**src/design/gceb_pkg.sv**
```systemverilog
// ----------------------------------------------------------------------------
// gceb_pkg
// Shared types and constants for the glyph color expansion blit core.
// ----------------------------------------------------------------------------
package gceb_pkg;

  localparam int IconWDef     = 16;
  localparam int IconHDef     = 16;
  localparam int PixelBitsDef = 24;

  localparam int QDepth = 4;

  localparam int CfgIdxW = 4;
  localparam int CfgDataW = 24;

  localparam logic [CfgIdxW-1:0] CFG_FG_LEFT     = 4'd0;
  localparam logic [CfgIdxW-1:0] CFG_BG_LEFT     = 4'd1;
  localparam logic [CfgIdxW-1:0] CFG_FG_RIGHT    = 4'd2;
  localparam logic [CfgIdxW-1:0] CFG_BG_RIGHT    = 4'd3;
  localparam logic [CfgIdxW-1:0] CFG_SPLIT_COL   = 4'd4;
  localparam logic [CfgIdxW-1:0] CFG_ORIGIN_X    = 4'd5;
  localparam logic [CfgIdxW-1:0] CFG_ORIGIN_Y    = 4'd6;
  localparam logic [CfgIdxW-1:0] CFG_GLYPH_WIDTH = 4'd7;

  typedef struct packed {
    logic [23:0] fg_left;
    logic [23:0] bg_left;
    logic [23:0] fg_right;
    logic [23:0] bg_right;
    logic [7:0]  split_col;
    logic [7:0]  origin_x;
    logic [7:0]  origin_y;
    logic [7:0]  glyph_width;
  } cfg_t;

  typedef struct packed {
    logic [7:0] bits;
    logic [7:0] mask;
    logic [8:0] base_x;
    logic [3:0] py;
  } qent_t;

  typedef struct packed {
    logic  push;
    qent_t ent;
  } qpush_t;

  typedef struct packed {
    logic full;
    logic empty;
  } qstat_t;

endpackage

```
**src/design/gceb_front.sv**
```systemverilog
// ----------------------------------------------------------------------------
// gceb_front
// Accepts glyph bytes, tracks row and byte column, builds the write mask.
// ----------------------------------------------------------------------------
module gceb_front #(
  parameter int ICON_W = gceb_pkg::IconWDef,
  parameter int ICON_H = gceb_pkg::IconHDef
) (
  input  logic             clk,
  input  logic             rst_n,
  input  gceb_pkg::cfg_t   cfg,
  input  logic             in_valid,
  input  logic [7:0]       in_bits,
  input  logic             in_eog,
  input  logic             q_full,
  output logic             in_ready,
  output gceb_pkg::qpush_t q_push
);

  logic [4:0] byte_col_r, byte_col_nxt;
  logic [7:0] glyph_row_r, glyph_row_nxt;
  logic [5:0] row_len;
  logic [8:0] py9;
  logic       row_ok;
  logic [7:0] mask;
  logic [8:0] base_x;
  logic [4:0] col_inc;
  logic       accept;

  assign in_ready = !q_full;
  assign accept   = in_valid && in_ready;

  assign row_len = 6'(({1'b0, cfg.glyph_width} + 9'd7) >> 3);
  assign py9     = {1'b0, cfg.origin_y} + {1'b0, glyph_row_r};
  assign row_ok  = ({1'b0, byte_col_r} < row_len) && (py9 < 9'(ICON_H));
  assign base_x  = {1'b0, cfg.origin_x} + {1'b0, byte_col_r, 3'b000};

  always_comb begin
    logic [7:0] gx;
    logic [8:0] px;
    for (int b = 0; b < 8; b++) begin
      gx      = {byte_col_r, 3'(b)};
      px      = {1'b0, cfg.origin_x} + {1'b0, gx};
      mask[b] = row_ok && (gx < cfg.glyph_width) && (px < 9'(ICON_W));
    end
  end

  assign q_push.push       = accept && (mask != 8'd0);
  assign q_push.ent.bits   = in_bits;
  assign q_push.ent.mask   = mask;
  assign q_push.ent.base_x = base_x;
  assign q_push.ent.py     = py9[3:0];

  assign col_inc = byte_col_r + 5'd1;

  always_comb begin
    byte_col_nxt  = byte_col_r;
    glyph_row_nxt = glyph_row_r;
    if (accept) begin
      if (in_eog) begin
        byte_col_nxt  = 5'd0;
        glyph_row_nxt = 8'd0;
      end else if (({1'b0, col_inc} >= row_len) || (col_inc == 5'd0)) begin
        byte_col_nxt = 5'd0;
        if (glyph_row_r != 8'hFF) begin
          glyph_row_nxt = glyph_row_r + 8'd1;
        end
      end else begin
        byte_col_nxt = col_inc;
      end
    end
  end

  always_ff @(posedge clk) begin
    if (!rst_n) begin
      byte_col_r  <= 5'd0;
      glyph_row_r <= 8'd0;
    end else begin
      byte_col_r  <= byte_col_nxt;
      glyph_row_r <= glyph_row_nxt;
    end
  end

endmodule

```
**src/design/gceb_queue.sv**
```systemverilog
// ----------------------------------------------------------------------------
// gceb_queue
// Short queue of classified bytes between front and back.
// ----------------------------------------------------------------------------
module gceb_queue (
  input  logic             clk,
  input  logic             rst_n,
  input  gceb_pkg::qpush_t q_push,
  input  logic             pop,
  output gceb_pkg::qent_t  head,
  output gceb_pkg::qstat_t stat
);

  localparam int PtrW = $clog2(gceb_pkg::QDepth);
  localparam int CntW = $clog2(gceb_pkg::QDepth + 1);

  gceb_pkg::qent_t ent_r [gceb_pkg::QDepth];
  logic [PtrW-1:0] wr_ptr_r, wr_ptr_nxt;
  logic [PtrW-1:0] rd_ptr_r, rd_ptr_nxt;
  logic [CntW-1:0] count_r, count_nxt;
  logic            do_push, do_pop;

  assign stat.full  = (count_r == CntW'(gceb_pkg::QDepth));
  assign stat.empty = (count_r == '0);
  assign do_push    = q_push.push && !stat.full;
  assign do_pop     = pop && !stat.empty;
  assign head       = ent_r[rd_ptr_r];

  always_comb begin
    wr_ptr_nxt = wr_ptr_r;
    rd_ptr_nxt = rd_ptr_r;
    count_nxt  = count_r;
    if (do_push) begin
      wr_ptr_nxt = (wr_ptr_r == PtrW'(gceb_pkg::QDepth - 1)) ? '0 : wr_ptr_r + PtrW'(1);
    end
    if (do_pop) begin
      rd_ptr_nxt = (rd_ptr_r == PtrW'(gceb_pkg::QDepth - 1)) ? '0 : rd_ptr_r + PtrW'(1);
    end
    if (do_push && !do_pop) begin
      count_nxt = count_r + CntW'(1);
    end else if (do_pop && !do_push) begin
      count_nxt = count_r - CntW'(1);
    end
  end

  always_ff @(posedge clk) begin
    if (do_push) begin
      ent_r[wr_ptr_r] <= q_push.ent;
    end
  end

  always_ff @(posedge clk) begin
    if (!rst_n) begin
      wr_ptr_r <= '0;
      rd_ptr_r <= '0;
      count_r  <= '0;
    end else begin
      wr_ptr_r <= wr_ptr_nxt;
      rd_ptr_r <= rd_ptr_nxt;
      count_r  <= count_nxt;
    end
  end

endmodule

```
**src/design/gceb_back.sv**
```systemverilog
// ----------------------------------------------------------------------------
// gceb_back
// Expands one queued byte into pixel writes, one per cycle while out_ready
// does not stall the output register, through an output register.
// ----------------------------------------------------------------------------
module gceb_back #(
  parameter int PIXEL_BITS = gceb_pkg::PixelBitsDef
) (
  input  logic             clk,
  input  logic             rst_n,
  input  gceb_pkg::cfg_t   cfg,
  input  gceb_pkg::qent_t  head,
  input  gceb_pkg::qstat_t stat,
  output logic             pop,
  output logic             out_valid,
  input  logic             out_ready,
  output logic [3:0]       out_x,
  output logic [3:0]       out_y,
  output logic [23:0]      out_value,
  output logic             out_last
);

  localparam logic [23:0] ColMask =
    (PIXEL_BITS >= 24) ? {24{1'b1}} : 24'((33'd1 << PIXEL_BITS) - 33'd1);

  gceb_pkg::qent_t cur_r;
  logic            cur_valid_r, cur_valid_nxt;
  logic [7:0]      rem_r;
  logic [2:0]      idx;
  logic [7:0]      rem_after;
  logic [8:0]      px9;
  logic            on, right, last, emit, take;
  logic [23:0]     colour;

  logic            out_valid_r, out_valid_nxt;
  logic [3:0]      out_x_r, out_y_r;
  logic [23:0]     out_value_r;
  logic            out_last_r;

  always_comb begin
    idx = 3'd0;
    for (int b = 7; b >= 0; b--) begin
      if (rem_r[b]) begin
        idx = 3'(b);
      end
    end
  end

  assign rem_after = rem_r & ~(8'd1 << idx);
  assign last      = (rem_after == 8'd0);
  assign px9       = cur_r.base_x + {6'd0, idx};
  assign on        = cur_r.bits[idx];
  assign right     = (px9 >= {1'b0, cfg.split_col});
  assign colour    = ColMask & (right ? (on ? cfg.fg_right : cfg.bg_right)
                                      : (on ? cfg.fg_left : cfg.bg_left));

  assign emit = cur_valid_r && (!out_valid_r || out_ready);
  assign take = !cur_valid_r || (emit && last);
  assign pop  = take && !stat.empty;

  always_comb begin
    cur_valid_nxt = cur_valid_r;
    if (take) begin
      cur_valid_nxt = !stat.empty;
    end
    out_valid_nxt = out_valid_r;
    if (emit) begin
      out_valid_nxt = 1'b1;
    end else if (out_ready) begin
      out_valid_nxt = 1'b0;
    end
  end

  always_ff @(posedge clk) begin
    if (take) begin
      cur_r <= head;
      rem_r <= head.mask;
    end else if (emit) begin
      rem_r <= rem_after;
    end
    if (emit) begin
      out_x_r     <= px9[3:0];
      out_y_r     <= cur_r.py;
      out_value_r <= colour;
      out_last_r  <= last;
    end
  end

  always_ff @(posedge clk) begin
    if (!rst_n) begin
      cur_valid_r <= 1'b0;
      out_valid_r <= 1'b0;
    end else begin
      cur_valid_r <= cur_valid_nxt;
      out_valid_r <= out_valid_nxt;
    end
  end

  assign out_valid = out_valid_r;
  assign out_x     = out_x_r;
  assign out_y     = out_y_r;
  assign out_value = out_value_r;
  assign out_last  = out_last_r;

endmodule

```
**src/design/glyph_color_expansion_blit_core.sv**
```systemverilog
// ----------------------------------------------------------------------------
// glyph_color_expansion_blit_core
// Expands monochrome glyph bytes into colored pixel writes clipped to an icon.
//
//   channel | dir | handshake          | payload
//   in_     | in  | in_tvalid/tready   | tdata glyph byte, tlast end of glyph
//   out_    | out | out_tvalid/tready  | tdata x, y, value; tlast last of byte
//   cfg_    | in  | cfg_valid/ready    | cfg_index, cfg_data
//
// one pixel write per cycle unless out_tready stalls; a byte with n writes occupies the back end for all n
// the front end takes a byte per cycle while the queue has room
// a fully clipped byte is accepted by the front end and never reaches the back end
// reset clears counters, queue and output; colors return to defaults
// cfg_ready is always high
// ----------------------------------------------------------------------------
module glyph_color_expansion_blit_core #(
  parameter int ICON_W     = gceb_pkg::IconWDef,
  parameter int ICON_H     = gceb_pkg::IconHDef,
  parameter int PIXEL_BITS = gceb_pkg::PixelBitsDef
) (
  input  logic                           clk,
  input  logic                           rst_n,
  input  logic                           in_tvalid,
  output logic                           in_tready,
  input  logic [7:0]                     in_tdata,   // glyph_bits
  input  logic                           in_tlast,
  output logic                           out_tvalid,
  input  logic                           out_tready,
  output logic [31:0]                    out_tdata,  // pixel_x, pixel_y, pixel_value
  output logic                           out_tlast,
  input  logic                           cfg_valid,
  output logic                           cfg_ready,
  input  logic [gceb_pkg::CfgIdxW-1:0]   cfg_index,
  input  logic [gceb_pkg::CfgDataW-1:0]  cfg_data
);

  gceb_pkg::cfg_t   cfg_r;
  gceb_pkg::qpush_t q_push;
  gceb_pkg::qent_t  q_head;
  gceb_pkg::qstat_t q_stat;
  logic             q_pop;
  logic [3:0]       out_x, out_y;
  logic [23:0]      out_value;

  assign cfg_ready = 1'b1;

  always_ff @(posedge clk) begin
    if (!rst_n) begin
      cfg_r.fg_left     <= 24'hFFFFFF;
      cfg_r.bg_left     <= 24'h000000;
      cfg_r.fg_right    <= 24'hFFFFFF;
      cfg_r.bg_right    <= 24'h000000;
      cfg_r.split_col   <= 8'hFF;
      cfg_r.origin_x    <= 8'd0;
      cfg_r.origin_y    <= 8'd0;
      cfg_r.glyph_width <= 8'd8;
    end else if (cfg_valid && cfg_ready) begin
      unique case (cfg_index)
        gceb_pkg::CFG_FG_LEFT:     cfg_r.fg_left     <= cfg_data;
        gceb_pkg::CFG_BG_LEFT:     cfg_r.bg_left     <= cfg_data;
        gceb_pkg::CFG_FG_RIGHT:    cfg_r.fg_right    <= cfg_data;
        gceb_pkg::CFG_BG_RIGHT:    cfg_r.bg_right    <= cfg_data;
        gceb_pkg::CFG_SPLIT_COL:   cfg_r.split_col   <= cfg_data[7:0];
        gceb_pkg::CFG_ORIGIN_X:    cfg_r.origin_x    <= cfg_data[7:0];
        gceb_pkg::CFG_ORIGIN_Y:    cfg_r.origin_y    <= cfg_data[7:0];
        gceb_pkg::CFG_GLYPH_WIDTH: cfg_r.glyph_width <= cfg_data[7:0];
        default: ;
      endcase
    end
  end

  gceb_front #(
    .ICON_W (ICON_W),
    .ICON_H (ICON_H)
  ) u_front (
    .clk      (clk),
    .rst_n    (rst_n),
    .cfg      (cfg_r),
    .in_valid (in_tvalid),
    .in_bits  (in_tdata),
    .in_eog   (in_tlast),
    .q_full   (q_stat.full),
    .in_ready (in_tready),
    .q_push   (q_push)
  );

  gceb_queue u_queue (
    .clk    (clk),
    .rst_n  (rst_n),
    .q_push (q_push),
    .pop    (q_pop),
    .head   (q_head),
    .stat   (q_stat)
  );

  gceb_back #(
    .PIXEL_BITS (PIXEL_BITS)
  ) u_back (
    .clk       (clk),
    .rst_n     (rst_n),
    .cfg       (cfg_r),
    .head      (q_head),
    .stat      (q_stat),
    .pop       (q_pop),
    .out_valid (out_tvalid),
    .out_ready (out_tready),
    .out_x     (out_x),
    .out_y     (out_y),
    .out_value (out_value),
    .out_last  (out_tlast)
  );

  assign out_tdata = {out_value, out_y, out_x};

  a_queue_state: assert property (@(posedge clk) disable iff (!rst_n)
    !(q_stat.full && q_stat.empty))
    else $error("queue reports full and empty");

  a_ready_follows_queue: assert property (@(posedge clk) disable iff (!rst_n)
    in_tready == !q_stat.full)
    else $error("input ready out of step with queue");

  a_x_in_icon: assert property (@(posedge clk) disable iff (!rst_n)
    out_tvalid |-> ((ICON_W > 16) || (32'(out_tdata[3:0]) < 32'(ICON_W))))
    else $error("pixel column outside icon");

  a_y_in_icon: assert property (@(posedge clk) disable iff (!rst_n)
    out_tvalid |-> ((ICON_H > 16) || (32'(out_tdata[7:4]) < 32'(ICON_H))))
    else $error("pixel row outside icon");

  a_reset_idle: assert property (@(posedge clk)
    !rst_n |=> !out_tvalid)
    else $error("output valid after reset");

endmodule
```
**config.mk**
```make
export PLATFORM = sky130hd
export DESIGN_NAME = glyph_color_expansion_blit_core
export DESIGN_NICKNAME = d
export VERILOG_FILES = /design/src/design/gceb_pkg.sv /design/src/design/gceb_front.sv /design/src/design/gceb_queue.sv /design/src/design/gceb_back.sv /design/src/design/glyph_color_expansion_blit_core.sv
export SDC_FILE = /design/constraint.sdc
export NUM_CORES = 1
export LEC_CHECK = 0
export BUFFER_PORTS_ARGS = -buffer_cell sky130_fd_sc_hd__buf_2
export CAP_MARGIN = 10
export CORE_UTILIZATION = 55
export CTS_BUF_LIST = sky130_fd_sc_hd__clkbuf_16
export DETAILED_ROUTE_END_ITERATION = 12
export MAX_ROUTING_LAYER = met4
export PLACE_DENSITY_LB_ADDON = 0.25
export SYNTH_ARGS = -nofsm -noshare
export SYNTH_HDL_FRONTEND = slang
export SYNTH_SLANG_ARGS = --single-unit
```
**constraint.sdc**
```tcl
create_clock -name clk -period 15.5 [get_ports clk]
set_input_delay 1.55 -clock clk [delete_from_list [all_inputs] [get_ports clk]]
set_output_delay 1.55 -clock clk [all_outputs]
set_load 0.01 [all_outputs]
```
==> flow_summary_export.csv, run 1 <==
group,metric,value,unit
routing,routed_via_density,5.904,
setup_path,max_stage_delay,0.73,ns
outcome,outcome,"finished, final reports clean",
setup_path,path_cells,"ha_1 -> inv_1 -> fa_1 -> nand2b_1 -> a21oi_2 -> xor2_1 -> or4b_2 -> nor3_2 -> a21oi_1 -> nor2_1 -> ha_1 -> inv_1 -> fa_1 -> xor2_1 -> or3_1 -> a21boi_0",
synthesis,yosys_most_used_dff,"edfxtp_1",
sta,setup_slack,9.990,ns
global_routing,grt_max_degree,95,
placement,port_buffers,76,
global_routing,grt_use_total,25.16,%
worst_hold_path,min_path_type,"reg2reg",
layout,diodes,0,
clock_network,numCtsBuffers,34,
layout,fin_area,16730,sq um
setup_path,worstPathMaxFanout,14,
layout,drive_gt1_share,15.79,%
power,leakage,6.367,nW
routing,drt_first_iter_violations,897,
floorplan,core,26800,sq um
flow_run,maxCapViolations,0,
setup_path,critPathCaptureType,"flip-flop",
sta,post-route-period-util,35.55,%
floorplan,start_util,55.89,%
power,vdd_drop_max,97.05,uV
clock_network,clockRootBuffer,"clkbuf_16",
global_routing,grt_pass1_wl,53210,microns
routing,ant_nets,0,
floorplan,rows,60,
sta,final.min_clock_period,5.510,ns
clock_network,cts_sinks,330,
synthesis,ys_types,77,
sta,worst_pin_slew,1.180,ns
sta,slew_viol_final,0,
layout,num-fill-cells,2035,
setup_path,critPathLaunchType,"flip-flop",
synthesis,yosysSeqAreaShare,56.00,%
synthesis,synth_seq_cells,330,
global_routing,antenna_found_initial,0,
synthesis,synthCells,1289,
routing,drt-total-wl,33420,microns
placement,dp.final_hpwl,21060,microns
sta,whs,0.4196,ns
clock_network,clk_latency,0.53,ns
synthesis,syn-mean-instance-area,11.62,sq um
floorplan,die_w,167.0,microns
global_routing,overflow,0,
clock_network,h-tree-depth,2,
clock_network,cts_resized,0,
clock_network,cts_buffer_depth,3,
setup_path,r2r_slack,9.99,ns
layout,final_common_cell,"nand2_1",
floorplan,dieArea,27900,sq um
routing,drc,0,
sta,setup_viol,0,
clock_network,tritoncts,"yes",
setup_path,critical_path_class,"reg2reg",
routing,routedWlPerCell,19.63,microns
placement,post_dp_cell_area,15620,sq um
setup_path,arrival,5.95,ns
routing,num_vias,10060,
synthesis,synth_area_leader_cell,"edfxtp_1",
sta,finalSetupTns,0,ns
synthesis,synth_async_sr_flop_share,0,%
placement,dp_slack,10.05,ns
layout,final_cell_mix,"nand2_1 (246), edfxtp_1 (178), dfxtp_1 (150)",
clock_network,hold_buffers,0,
sta,fmax,181.5,MHz
sta,rsz0062_at_grt,"false",
sta,skew,0.02381,ns
layout,num-nets-final,1430,
setup_path,crit_slowest_cell,"or4b_2",
placement,globalplace.congestion,0.9039,
synthesis,synth_edf_count,178,
power,power_density,166.3,nW/um^2
synthesis,synth_top_cell_area_share,35.69,%
floorplan,ioPinCount,78,
layout,syn_to_final_growth,11.72,%
sta,hold_violations,0,
clock_network,clkSlewWorstSetupHoldPaths,0.06,ns
synthesis,ys_top_cells_by_area,"edfxtp_1 (36%), dfxtp_1 (20%), mux4_2 (8.0%)",
synthesis,synth_warnings,0,
global_routing,grt_pass1_vias,9901,
synthesis,synth_nets,1382,
setup_path,cp.required,15.94,ns
synthesis,syn-cell-area,14980,sq um
clock_network,post-cts-setup-buffers,0,
floorplan,die_y,167.0,microns
sta,max-slew-margin-rel,21.13,%
layout,final_util,62.44,%
routing,firstDrtPassIters,5,
power breakdown:
part | switching [W] | internal [W] | leakage (nW) | total [W]
combinational | 0.000404 | 0.000349 | 2.86 | 0.000754
clock | 0.000339 | 0.000466 | 0.574 | 0.000805
sequential | 0.0000805 | 0.00114 | 2.94 | 0.00122
flip-flops by register name, indices dropped and copies added (netlist names), named ones only:
name                 cells
cfg_r                  128
u_queue.ent_r          116
u_back.out_value        24
u_back.cur_r            21
u_back.rem_r             8
u_front.glyph_row_r      8
u_front.byte_col_r       5
u_back.out_x             4
u_back.out_y             4
u_queue.count_r          3
u_queue.rd_ptr_r         2
u_queue.wr_ptr_r         2
u_back.cur_valid_r       1
u_back.out_last          1
u_back.out_valid         1
routing by layer:
layer	global-route usage, %	vias to the layer above	share of wire, %
li1	-	4772	-
met1	32.92	4920	44
met2	40.79	300	49
met3	3.279	63	5.2
met4	8.052	0	2.5
met5	-	-	0
through the flow:
step	total power, W	cells
2_1_floorplan	0.001773	1289
3_3_place_gp	0.001979	1642
3_5_place_dp	0.001999	1642
4_1_cts	0.002807	1703
5_1_grt	0.002909	1703
6_report	0.002782	1703
synthesized netlist by cell type, types with 4 or more instances:
library cell and number:
nor3_1 17, nand4_1 8, buf_4 4, inv_1 37, o2111ai_1 4, nand3_1 68, mux4_2 53, clkbuf_1 64
nor2b_1 34, o311ai_0 4, or3_1 8, ha_1 47, xnor2_1 21, and3_1 6, edfxtp_1 178, a21o_1 10
a21boi_0 54, a31oi_1 4, fa_1 4, and2_1 6, a211oi_1 5, dfxtp_1 152, nand2_1 246, buf_2 5
a21oi_1 28, o21ai_0 27, nand2b_1 11, nor2_1 34, xor2_1 9, o211ai_1 14, mux2i_1 34, nor3b_1 7
buf_1 7, nor4_1 5, o21a_1 4
worst max-delay path, delay by kind of cell (launching register included):
| family | cells | cell delay, ns |
|---|---|---|
| and+or+nand+nor | 5 | 1.73 |
| DFF | 1 | 0.49 |
| buffers and inverters | 2 | 0.23 |
| adders and majority gates | 4 | 1.72 |
| xor gates and xnor gates | 2 | 0.47 |
| AOI/OAI and AO/OA | 3 | 0.79 |
logic make-up after synthesis:
group | count (synthesis) | share of synthesized area, %
xor+xnor | 30 | 1.754
mux | 88 | 10.34
flops | 330 | 56.00
other cells | 1 | 0.02504
simple gates | 469 | 14.51
compound gates | 200 | 9.682
fa+ha+maj | 52 | 4.528
buf+inv | 119 | 3.158
layout make-up:
type,instances,area [sq um],share of cell area (%)
Multi-Input combinational cell,840,6152,36.77
Clock buffer,35,875.8,5.234
Tap cell,341,426.7,2.550
Timing Repair Buffer,92,503.0,3.006
Sequential cell,330,8391,50.14
Inverter,39,151.4,0.9047
Clock inverter,26,234.0,1.398
worst paths after layout:
kind,startpoint,endpoint,depth (start not counted)
hold / removal,u_back.cur_r[3]$_DFFE_PN_,u_back.out_y[3]$_DFFE_PP_,0
hold reg to reg,u_back.cur_r[3]$_DFFE_PN_,u_back.out_y[3]$_DFFE_PP_,0
setup reg to reg,u_front.byte_col_r[0]$_SDFFE_PN0P_,u_queue.count_r[2]$_SDFFE_PN0P_,16
setup / recovery,u_front.byte_col_r[0]$_SDFFE_PN0P_,u_queue.count_r[2]$_SDFFE_PN0P_,16
Power figures use the tool's default switching activity.
==> run 2, diff against run 1 <==
==> constraint.sdc (replaced) <==
create_clock -name clk -period 4.5 [get_ports clk]
set_input_delay 0.45 -clock clk [delete_from_list [all_inputs] [get_ports clk]]
set_output_delay 0.45 -clock clk [all_outputs]
set_load 0.01 [all_outputs]
==> run 2 against run 1 <==
Against the previous run: the run now ends with design-rule violations left; largest cell class unchanged; highest routed layer unchanged; via count is 1.2% higher; sequential power grew to 3.5 times the previous value; hold slack worse by 0.27 ns; clock skew is 0.012 ns lower; first-iteration DRC count is 11% higher; largest power group unchanged.
==> flow_summary_export.csv, run 2 (same netlist as run 1, synthesis figures left out) <==
group,metric,value,unit
global_routing,overflow,0,
layout,diodes,0,
floorplan,rows,60,
floorplan,dieArea,27900,sq um
routing,drc,1,
global_routing,grt_use_total,24.95,%
setup_path,critPathCaptureType,"flip-flop",
power,power_frac_comb,28.3,%
power,seq_power_share,43.3,%
setup_path,worstPathMaxFanout,6,
power,leakage,6.500,nW
setup_path,r2r_end,"u_back.out_value[3]$_DFFE_PP_",
worst_hold_path,min_path_type,"in2reg",
power,vdd_drop_max,324.1,uV
floorplan,ioPinCount,78,
floorplan,die_w,167.0,microns
floorplan,start_util,55.89,%
setup_path,r2r_cells,16,
sta,fmax,231.0,MHz
global_routing,grt_pass1_vias,10130,
sta,final.min_clock_period,4.329,ns
clock_network,cts_buffer_depth,3,
placement,numPlacedInstances,1654,
setup_path,critPathLaunchType,"flip-flop",
setup_path,arrival,4.58,ns
layout,largest_reg_flops,128,
layout,final_cell_mix,"nand2_1 (246), edfxtp_1 (178), dfxtp_1 (150)",
routing,ant_nets,0,
routing,routedWlPerCell,19.39,microns
layout,top_register,"cfg_r",
sta,post-route-period-util,96.19,%
outcome,violations,"design-rule violations",
layout,syn_to_final_growth,13.51,%
setup_path,crit_slowest_cell,"edfxtp_1",
routing,num_vias,10170,
sta,setup_viol,0,
sta,worst_pin_slew,1.175,ns
power,p_clk_share,28.3,%
global_routing,antenna_found_initial,0,
floorplan,die_y,167.0,microns
routing,drt_first_iter_violations,993,
setup_path,timing.rr.start,"u_back.rem_r[0]$_DFFE_PP_",
worst_hold_path,hold_end,"u_queue.ent_r[1][22]$_DFFE_PP_",
power,swShare,29.81,%
routing,firstDrtPassIters,11,
sta,whs,0.1533,ns
setup_path,max_stage_delay,0.50,ns
placement,port_buffers,76,
flow_run,maxCapViolations,0,
setup_path,crit_buf_inv,3,
placement,dp_slack,0.1213,ns
power,p_int,0.006889,W
setup_path,cp_top_family,"compound AO/OA/AOI/OAI gates",
sta,skew,0.01150,ns
worst_hold_path,hold_depth,1,
setup_path,cp.required,4.75,ns
global_routing,grt_pass1_wl,53210,microns
sta,hold_violations,0,
power,power_density,577.3,nW/um^2
routing,routed_via_density,5.891,
layout,num-nets-final,1453,
sta,setup_slack,0.1713,ns
worst_hold_path,hold_start,"in_tdata[1]",
placement,dp.final_hpwl,21380,microns
setup_path,r2r_slack,0.17,ns
clock_network,clockRootBuffer,"clkbuf_16",
layout,drive_gt1_share,17.46,%
floorplan,core,26800,sq um
global_routing,grt_max_degree,78,
power,switching_power,0.002925,W
clock_network,clk_latency,0.51,ns
clock_network,clkSlewWorstSetupHoldPaths,0.06,ns
clock_network,numCtsBuffers,35,
setup_path,path_cells,"or3_4 -> or3_4 -> inv_6 -> ha_1 -> nor2b_2 -> o21ai_2 -> xnor2_1 -> ha_1 -> a21o_1 -> a21oi_1 -> o21ai_0 -> a21o_1 -> a211oi_4 -> buf_6 -> clkbuf_16 -> mux4_2",
layout,final_cells,1727,
clock_network,hold_buffers,0,
clock_network,cts_sinks,330,
setup_path,critical_path_class,"reg2reg",
layout,final_common_cell,"nand2_1",
routing,drt-total-wl,33490,microns
clock_network,tritoncts,"yes",
clock_network,h-tree-depth,2,
sta,slew_viol_final,0,
sta,max-slew-margin-rel,21.68,%
outcome,outcome,"complete, but fails checks",
placement,globalplace.congestion,0.9135,
==> run 2: worst reg2reg max path, cell delays in order, from the launching register on <==
cell and delay [ns]:
edfxtp_1 0.50, or3_4 0.44, or3_4 0.39, inv_6 0.09
ha_1 0.25, nor2b_2 0.18, o21ai_2 0.12, xnor2_1 0.13
ha_1 0.27, a21o_1 0.16, a21oi_1 0.14, o21ai_0 0.11
a21o_1 0.22, a211oi_4 0.28, buf_6 0.16, clkbuf_16 0.16
mux4_2 0.49
==> run 2: final cells by class <==
cell class / count / area (sq um)
tap: 341 / 426.7
sequential: 330 / 8391
clock buffer: 35 / 875.8
clock inverter: 28 / 237.7
timing repair buffer: 114 / 705.7
multi-input combinational: 840 / 6213
fill: 2060 / 9799
inverter: 39 / 151.4
==> run 2: power by group through the flow <==
stage / sequential [W] / clock (W) / combinational, W
CTS: 0.00426 / 0.00282 / 0.00265
global placement: 0.00431 / 0 / 0.00257
global route: 0.00431 / 0.00295 / 0.00300
detailed placement: 0.00432 / 0 / 0.00264
finish: 0.00425 / 0.00278 / 0.00278
floorplan: 0.00424 / 0 / 0.00188
==> run 2: timing repair <==
item | CTS | global route
resized for setup | 0 | 8
buffers inserted | 0 | 8
hold endpoints to repair | 0 | 0
endpoints found under the setup margin | 0 | 21
==> run 2: worst max-delay path by stage <==
| stage | from | to | slack (ns) | cells past startpoint |
|---|---|---|---|---|
| after detailed placement | u_back.rem_r[0]$_DFFE_PP_ | u_back.out_value[12]$_DFFE_PP_ | 0.12 | 15 |
| after CTS | u_back.rem_r[0]$_DFFE_PP_ | u_back.out_value[12]$_DFFE_PP_ | 0.10 | 15 |
| after global routing | u_back.rem_r[2]$_DFFE_PP_ | u_back.out_value[17]$_DFFE_PP_ | -0.06 | 18 |
| after global placement | u_back.rem_r[0]$_DFFE_PP_ | u_back.out_value[13]$_DFFE_PP_ | 0.20 | 15 |
| final | u_back.rem_r[0]$_DFFE_PP_ | u_back.out_value[3]$_DFFE_PP_ | 0.17 | 16 |
| after floorplan | u_front.byte_col_r[0]$_SDFFE_PN0P_ | u_queue.ent_r[0][0]$_DFFE_PP_ | -0.26 | 11 |
==> run 2: through the flow <==
step	TNS (ns)	utilization [%]	power, W	area (sq um)
2_1_floorplan	-29.79	-	0.006115	15010
3_3_place_gp	0	58.83	0.006881	15770
3_5_place_dp	0	58.83	0.006961	15770
4_1_cts	0	62.98	0.009736	16880
5_1_grt	-0.4697	63.44	0.01025	17000
6_report	0	63.44	0.009815	17000
==> run 2: routing by layer <==
| metal | wire [microns] | part of all wire, % | global-route usage (%) |
|---|---|---|---|
| met2 | 16370 | 49 | 41.26 |
| met5 | 0 | 0 | - |
| met4 | 799 | 2.4 | 7.649 |
| met1 | 14590 | 44 | 32.05 |
| met3 | 1738 | 5.2 | 3.279 |
